[config.mk]
export PLATFORM = sky130hd
export DESIGN_NAME = pli_cell
export DESIGN_NICKNAME = d
export VERILOG_FILES = /design/src/pli_pkg.sv /design/src/pli_cell.sv
export SDC_FILE = /design/constraint.sdc
export NUM_CORES = 1
export LEC_CHECK = 0
export ABC_CLOCK_PERIOD_IN_PS = 10500
export BUFFER_PORTS_ARGS = -buffer_cell sky130_fd_sc_hd__buf_2
export CAP_MARGIN = 15
export CELL_PAD_IN_SITES_DETAIL_PLACEMENT = 1
export CELL_PAD_IN_SITES_GLOBAL_PLACEMENT = 2
export CORE_MARGIN = 2
export CORE_UTILIZATION = 23
export CTS_CLUSTER_DIAMETER = 50
export DETAILED_ROUTE_END_ITERATION = 7
export PLACE_DENSITY_LB_ADDON = 0.1
export RECOVER_POWER = 100
export SLEW_MARGIN = 25
export SYNTH_ARGS = -nofsm -noshare
export SYNTH_HDL_FRONTEND = slang
export SYNTH_SLANG_ARGS = --single-unit
export TNS_END_PERCENT = 50
[constraint.sdc]
create_clock -name clk_i -period 10.5 [get_ports clk_i]
set_input_delay 0 -clock clk_i [delete_from_list [all_inputs] [get_ports clk_i]]
set_output_delay 0 -clock clk_i [all_outputs]
set_load 0.02 [all_outputs]
[src/pli_pkg.sv]
`timescale 1ns / 1ps
`default_nettype none
// -----------------------------------------------------------------------------
// Positional list package
// Shared sizes, operation and status codes, and the cell control type.
// -----------------------------------------------------------------------------
package pli_pkg;

  localparam int CAPACITY = 32;
  localparam int WORD_W   = 64;
  localparam int POS_W    = 6;
  localparam int IDX_W    = (CAPACITY > 1) ? $clog2(CAPACITY) : 1;
  localparam int CNT_W    = $clog2(CAPACITY + 1);
  localparam int CMP_W    = ((CNT_W > POS_W) ? CNT_W : POS_W) + 1;

  localparam logic [1:0] MODE_GET    = 2'd0;
  localparam logic [1:0] MODE_INSERT = 2'd1;
  localparam logic [1:0] MODE_DELETE = 2'd2;

  localparam logic [1:0] ST_OK    = 2'd0;
  localparam logic [1:0] ST_EMPTY = 2'd1;
  localparam logic [1:0] ST_FULL  = 2'd2;
  localparam logic [1:0] ST_RANGE = 2'd3;

  typedef struct packed {
    logic              ins;
    logic              del;
    logic [IDX_W-1:0]  pos_idx;
    logic [WORD_W-1:0] new_word;
  } cell_op_t;

endpackage
`default_nettype wire

[src/pli_cell.sv]
`timescale 1ns / 1ps
`default_nettype none
// -----------------------------------------------------------------------------
// Positional list cell
// Holds one list entry and takes its neighbor's word when the list shifts.
// -----------------------------------------------------------------------------
module pli_cell (
  input  wire                          clk_i,
  input  wire [pli_pkg::IDX_W-1:0]     idx_i,
  input  wire pli_pkg::cell_op_t       op_i,
  input  wire [pli_pkg::WORD_W-1:0]    left_i,
  input  wire [pli_pkg::WORD_W-1:0]    right_i,
  output logic [pli_pkg::WORD_W-1:0]   word_o
);

  logic [pli_pkg::WORD_W-1:0] word_q, word_d;
  logic at_pos, above_pos;

  assign at_pos    = (idx_i == op_i.pos_idx);
  assign above_pos = (idx_i > op_i.pos_idx);

  always_comb begin
    word_d = word_q;
    if (op_i.ins) begin
      if (at_pos) begin
        word_d = op_i.new_word;
      end else if (above_pos) begin
        word_d = left_i;
      end
    end else if (op_i.del && (at_pos || above_pos)) begin
      word_d = right_i;
    end
  end

  always_ff @(posedge clk_i) begin
    word_q <= word_d;
  end

  assign word_o = word_q;

endmodule
`default_nettype wire

==> results.sh, run 1 <==
export IMPL_grt_max_degree=77
export IMPL_root_buffer="clkbuf_16"
export IMPL_synth_nets=591
export IMPL_slew_headroom_pct=-105
export IMPL_fin_util_pct=33.9
export IMPL_syn_area_um2=3570
export IMPL_drc_errors=0
export IMPL_cts_buffers=9
export IMPL_switchingPower_uw=256
export IMPL_tightest_slew_ns=3.07
export IMPL_switching_share_pct=32.0
export IMPL_synth_avg_cell_area_um2=9.38
export IMPL_critPathMaxFanout=65
export IMPL_violations="max-capacitance violations, max-slew violations"
export IMPL_power_density_nw_per_um2=156
export IMPL_maxCapViolations=1
export IMPL_max_vdd_ir_drop_uv=66.0
export IMPL_path_clk_slew_ns=0.05
export IMPL_period_needed_ns=4.57
export IMPL_p_int_uw=545
export IMPL_finalMaxSlewViolations=66
export IMPL_critPathLaunch="idx_i[2]"
export IMPL_cts_sinks=64
export IMPL_cp_start_kind="primary input"
export IMPL_ios=269
export IMPL_p_leak_uw=0.00202
export IMPL_power_share_sequential_pct=42.4
export IMPL_vias_per_cell=4.91
export IMPL_period_share_pct=43.5
export IMPL_port_buffer_count=268
export IMPL_nFillCells=1872
export IMPL_routed_wirelength_mm=15.1
export IMPL_cts_hold_buf=0
export IMPL_critPathCaptureType="register"
export IMPL_cp_slowest_cell="clkbuf_1"
export IMPL_drive_above_1_share_pct=35.4
export IMPL_die_area_um2=16600
export IMPL_track_usage_pct=17.6
export IMPL_synth_distinct_cells=19
export IMPL_postCtsSetupBuffers=0
export IMPL_ys_ff_latch=64
export IMPL_clockPowerShare_pct=31.9
export IMPL_finalSetupViolCount=0
export IMPL_initial_core_util_pct=23.5
export IMPL_grt_first_pass_wirelength_mm=22.2
export IMPL_via_count=4007
export IMPL_max_freq_mhz=219
export IMPL_cts_htree_levels=3
export IMPL_largest_reg_flops=64
export IMPL_cts_tree="done"
export IMPL_multi_input_area_um2=1430
export IMPL_yosysSeqAreaShare_pct=53.8
export IMPL_status="complete, but fails checks"
export IMPL_gp_congestion=0.748
export IMPL_die_height_um=129
export IMPL_diodes=0
export IMPL_yosys_warnings=0
export IMPL_max_clock_path_buffers=2
export IMPL_pwr_share_comb_pct=25.8
export IMPL_dieWidth_um=129
export IMPL_crit_type="primary input to register"
export IMPL_critical_path_endpoint="word_o[24]$_DFFE_PP_"
export IMPL_fp_coreArea_um2=15200
export IMPL_rsz0062_at_grt="no"
export IMPL_drt_pass1_iter_count=4
export IMPL_nNetsFinal=835
export IMPL_antenna_found_initial=0
export IMPL_row_count=45
export IMPL_required_ns=10.45
export IMPL_antenna_left=0
export IMPL_hold_path_class="primary input to register"
export IMPL_first_global_vias=4105
export IMPL_max_stage_delay_ns=2.16
export IMPL_hold_viol_final=0
export IMPL_synthToLayoutAreaGrowth_pct=44.1
export IMPL_grt_overflow_total=0
export IMPL_hpwl_mm=10.7
export IMPL_regArea_um2=1920
export IMPL_cp_data_arrival_time_ns=4.51
export IMPL_crit_chain="buf_2, ha_1, and2_2, clkbuf_1, o21ai_0, a31oi_4, buf_4"
export IMPL_setup_tns_ns=0
export IMPL_syn_inst=381
export IMPL_wire_per_inst_um=18.6
export IMPL_cts_resized=0
export IMPL_dr_first_iter_drc_count=262
[stage by stage]
stage               instance area [µm²]  setup WS (ns)  total power (µW)  hold WS (ns)  instances
detailed placement                 4990           7.68               564         0.351        802
global placement                   4990           7.75               562         0.345        802
global route                       5150           5.49               842        0.0281        816
finish                             5150           5.93               801        0.0167        816
CTS                                5240           8.04               825       0.00266        816
floorplan                          3570           5.67               466         0.249        381
[cells in the final DEF (no fill, tap or decap)]
cell,netlist,layout
a211oi_1,1,1
a31oi_1,65,64
a31oi_4,0,1
and2_2,0,1
and3_2,0,1
buf_2,6,203
buf_4,1,5
clkbuf_1,19,67
clkbuf_16,0,9
clkinv_1,0,3
edfxtp_1,64,64
ha_1,5,5
inv_1,6,6
nand2_1,2,1
nand2_4,0,1
nand3_1,65,64
nand3_2,0,1
nor2_1,64,64
o21a_1,1,1
o21ai_0,64,65
o22ai_1,1,1
[per-layer routing]
metal	global-route usage (%)	part of all wire, %	vias to the layer above
met1	21.4	42	1895
met3	5.24	8.1	18
li1	-	-	1928
met5	0	0	-
met4	5.95	1.7	0
met2	29.9	48	166
[power groups by stage]
stage               Clock (µW)  Combinational (µW)  Sequential [µW]
detailed placement           0                 221              344
floorplan                    0                69.5              397
global route               274                 225              343
finish                     255                 207              339
CTS                        265                 221              339
global placement             0                 220              342
[cell usage after synthesis]
cell type  number  share of area, %
buf_6           8               2.5
o21a_1          1              0.21
o21ai_1         1              0.14
nor2_1         64               6.7
a31oi_1        65                11
o22ai_1         1              0.18
buf_4           1              0.21
and2_1          1              0.18
nand2_1         2              0.21
o21ai_0        64               9.0
ha_1            5               1.8
clkbuf_1       19               2.0
edfxtp_1       64                54
buf_2           6              0.84
clkbuf_2        6              0.84
and3_1          1              0.18
nand3_1        65               9.1
inv_1           6              0.63
a211oi_1        1              0.21
[logic make-up (layout without fill, tap and decap cells)]
| group | Yosys count | in the layout | synth area share [%] |
|---|---|---|---|
| adders and majority gates | 5 | 5 | 1.75 |
| and+or+nand+nor | 133 | 133 | 16.4 |
| DFF | 64 | 64 | 53.8 |
| buffers and inverters | 46 | 293 | 7.04 |
| AOI/OAI and AO/OA | 133 | 133 | 21.1 |
[worst max-delay path, delay by kind of cell]
family,cells,cell delay [ns]
buffers and inverters,3,2.98
adder cells (fa/ha/maj),1,0.34
AND/OR/NAND/NOR,1,0.15
AO/OA/AOI/OAI,2,1.01
[worst min path at each step]
stage	from	to	slack (ns)	cells after the start
2_1_floorplan	right_i[53]	word_o[53]$_DFFE_PP_	0.25	2
3_3_place_gp	right_i[50]	word_o[50]$_DFFE_PP_	0.34	3
3_5_place_dp	right_i[32]	word_o[32]$_DFFE_PP_	0.35	3
4_1_cts	right_i[32]	word_o[32]$_DFFE_PP_	0.003	3
5_1_grt	right_i[40]	word_o[40]$_DFFE_PP_	0.03	3
6_report	right_i[32]	word_o[32]$_DFFE_PP_	0.02	3
[final cells by class]
cell class                 count  share of cell area [%]
tap                          188                    4.57
sequential                    64                    37.3
inverter                       6                   0.437
clock buffer                  11                    4.52
clock inverter                 3                   0.219
multi-input combinational    271                    27.8
timing repair buffer         273                    25.2
(Power assumes the default switching activity.)
==> run 2, diff against run 1 <==
ABC_AREA = 1   (was default)
ABC_CLOCK_PERIOD_IN_PS = 4800   (was 10500)
CORE_UTILIZATION = 21   (was 23)
clock period = 4.8 ns   (was 10.5 ns; I/O delays follow)
==> results.sh, run 2 <==
export IMPL_antenna_left=0
export IMPL_yosysTopAreaCellShare_pct=48.1
export IMPL_grt_overflow_total=0
export IMPL_row_count=50
export IMPL_wire_per_inst_um=14.1
export IMPL_synth_compound_area_share_pct=0.250
export IMPL_yosysMostFrequentCell="nand2_1"
export IMPL_synthTopCellsByCount="262 x nand2_1, 137 x inv_1, 66 x nand3_1"
export IMPL_design_area_um2=6400
export IMPL_period_needed_ns=2.90
export IMPL_cts_htree_levels=3
export IMPL_holdWs_ns=0.0423
export IMPL_finalSetupViolCount=0
export IMPL_yosysTopAreaCell="edfxtp_1"
export IMPL_syn_inst=568
export IMPL_max_vdd_ir_drop_uv=146
export IMPL_violations="max-capacitance violations, max-slew violations"
export IMPL_critPathCaptureType="register"
export IMPL_first_global_vias=4917
export IMPL_hold_viol_final=0
export IMPL_synthMuxAreaShare_pct=0
export IMPL_track_usage_pct=15.5
export IMPL_initial_core_util_pct=21.4
export IMPL_ios=269
export IMPL_syn_area_um2=4000
export IMPL_cts_sinks=64
export IMPL_routed_wirelength_mm=15.9
export IMPL_synthAdderAreaFrac_pct=1.57
export IMPL_gp_congestion=0.757
export IMPL_synthToLayoutAreaGrowth_pct=60.1
export IMPL_cp_start_kind="primary input"
export IMPL_whs_path_depth=5
export IMPL_synth_distinct_cells=14
export IMPL_yosys_area_share_simple_pct=33.4
export IMPL_vias_per_cell=4.09
export IMPL_cts_tree="done"
export IMPL_critPathMaxFanout=42
export IMPL_worstHoldStart="left_i[8]"
export IMPL_hold_path_class="primary input to register"
export IMPL_layout_commonest_cell="nand2_1"
export IMPL_synth_edf_count=64
export IMPL_drive_above_1_share_pct=24.8
export IMPL_finalMaxSlewViolations=43
export IMPL_diodes=0
export IMPL_power_density_nw_per_um2=299
export IMPL_p_leak_uw=0.00354
export IMPL_drt_pass1_iter_count=4
export IMPL_final_cell_mix="262 x nand2_1, 204 x buf_2, 137 x inv_1"
export IMPL_rsz0062_at_grt="no"
export IMPL_period_share_pct=60.5
export IMPL_ys_ff_latch=64
export IMPL_synth_top_family_by_area="simple AND/OR/NAND/NOR gates"
export IMPL_maxCapViolations=1
export IMPL_root_buffer="clkbuf_16"
export IMPL_drc_errors=0
export IMPL_port_buffer_count=268
export IMPL_finalPower_uw=1910
export IMPL_via_count=4623
export IMPL_async_flop_share_pct=0
export IMPL_hpwl_mm=11.5
export IMPL_yosysSeqAreaShare_pct=48.1
export IMPL_grt_max_degree=65
export IMPL_synth_ff_type="edfxtp_1"
export IMPL_dieWidth_um=142
export IMPL_setup_tns_ns=0
export IMPL_cts_buffers=9
export IMPL_synth_avg_cell_area_um2=7.04
export IMPL_final_cells=1129
export IMPL_largest_reg_flops=64
export IMPL_dr_first_iter_drc_count=113
export IMPL_hold_path_end="word_o[8]$_DFFE_PP_"
export IMPL_cp_data_arrival_time_ns=2.98
export IMPL_fp_coreArea_um2=18700
export IMPL_max_freq_mhz=344
export IMPL_die_height_um=142
export IMPL_grt_first_pass_wirelength_mm=24.1
export IMPL_yosys_warnings=0
export IMPL_dp_cells=1049
export IMPL_nNetsFinal=1101
export IMPL_slew_headroom_pct=-39.8
export IMPL_die_area_um2=20100
export IMPL_postPlaceCellArea_um2=5550
export IMPL_tightest_slew_ns=2.10
export IMPL_synth_nets=778
export IMPL_max_clock_path_buffers=2
export IMPL_crit_type="primary input to register"
export IMPL_synth_xor_area_share_pct=0
export IMPL_synthTopCellsByArea="edfxtp_1 48%, nand2_1 25%, inv_1 13%"
export IMPL_antenna_found_initial=1
export IMPL_status="complete, but fails checks"
export IMPL_path_clk_slew_ns=0.05
export IMPL_postCtsSetupBuffers=0
export IMPL_required_ns=4.88
## run 2: layer usage
layer  track usage, %  routed length (µm)  up-vias
met1             16.5                6120     2119
met2             29.2                8290      153
li1                 -                   -     2329
met3             4.04                1120       20
met5                0                  13        -
met4             6.00                 344        2
## run 2: how the worst max path moves through the flow
stage,from,to,cells after the start
floorplan,op_i[66],word_o[0]$_DFFE_PP_,7
global placement,op_i[66],word_o[61]$_DFFE_PP_,8
detailed placement,op_i[66],word_o[53]$_DFFE_PP_,8
CTS,op_i[66],word_o[59]$_DFFE_PP_,8
global route,idx_i[4],word_o[43]$_DFFE_PP_,9
finish,idx_i[4],word_o[43]$_DFFE_PP_,9
## run 2: cell families (layout without fill, tap and decap cells)
group,Yosys count,in the layout
simple gates,333,333
buf+inv,164,491
fa+ha+maj,5,5
flops,64,64
compound gates,2,2
## run 2: layout make-up
cell class / instances / area, µm²
Clock buffer: 9 / 225
Multi-Input combinational cell: 340 / 1420
Tap cell: 234 / 293
Sequential cell: 64 / 1920
Fill cell: 2421 / 12300
Clock inverter: 6 / 75.1
Timing Repair Buffer: 338 / 1950
Inverter: 138 / 518
## run 2: power by group
part / switching (µW) / internal [µW]
clock network: 231 / 444
registers: 24.7 / 726
logic: 310 / 177
## run 2: through the flow
| step | setup WS (ns) | util, % |
|---|---|---|
| floorplan | 0.406 | - |
| global placement | 2.58 | 29.7 |
| detailed placement | 2.52 | 29.7 |
| CTS | 2.88 | 34.7 |
| global route | 1.48 | 34.2 |
| finish | 1.90 | 34.2 |
## run 2: critical path, cell delays in order
cell	delay (ns)
buf_2	0.10
ha_1	0.30
nand2_1	0.15
inv_1	0.08
nand2_2	0.40
clkbuf_1	1.55
nand2_1	0.17
nand3_1	0.15
nand2_1	0.05
## run 2: what timing repair did
action | in CTS | in global routing
hold buffers | 64 | 0
hold endpoints to repair | 64 | 0
gates resized for setup | 0 | 0
endpoints found under the setup margin | 0 | 0
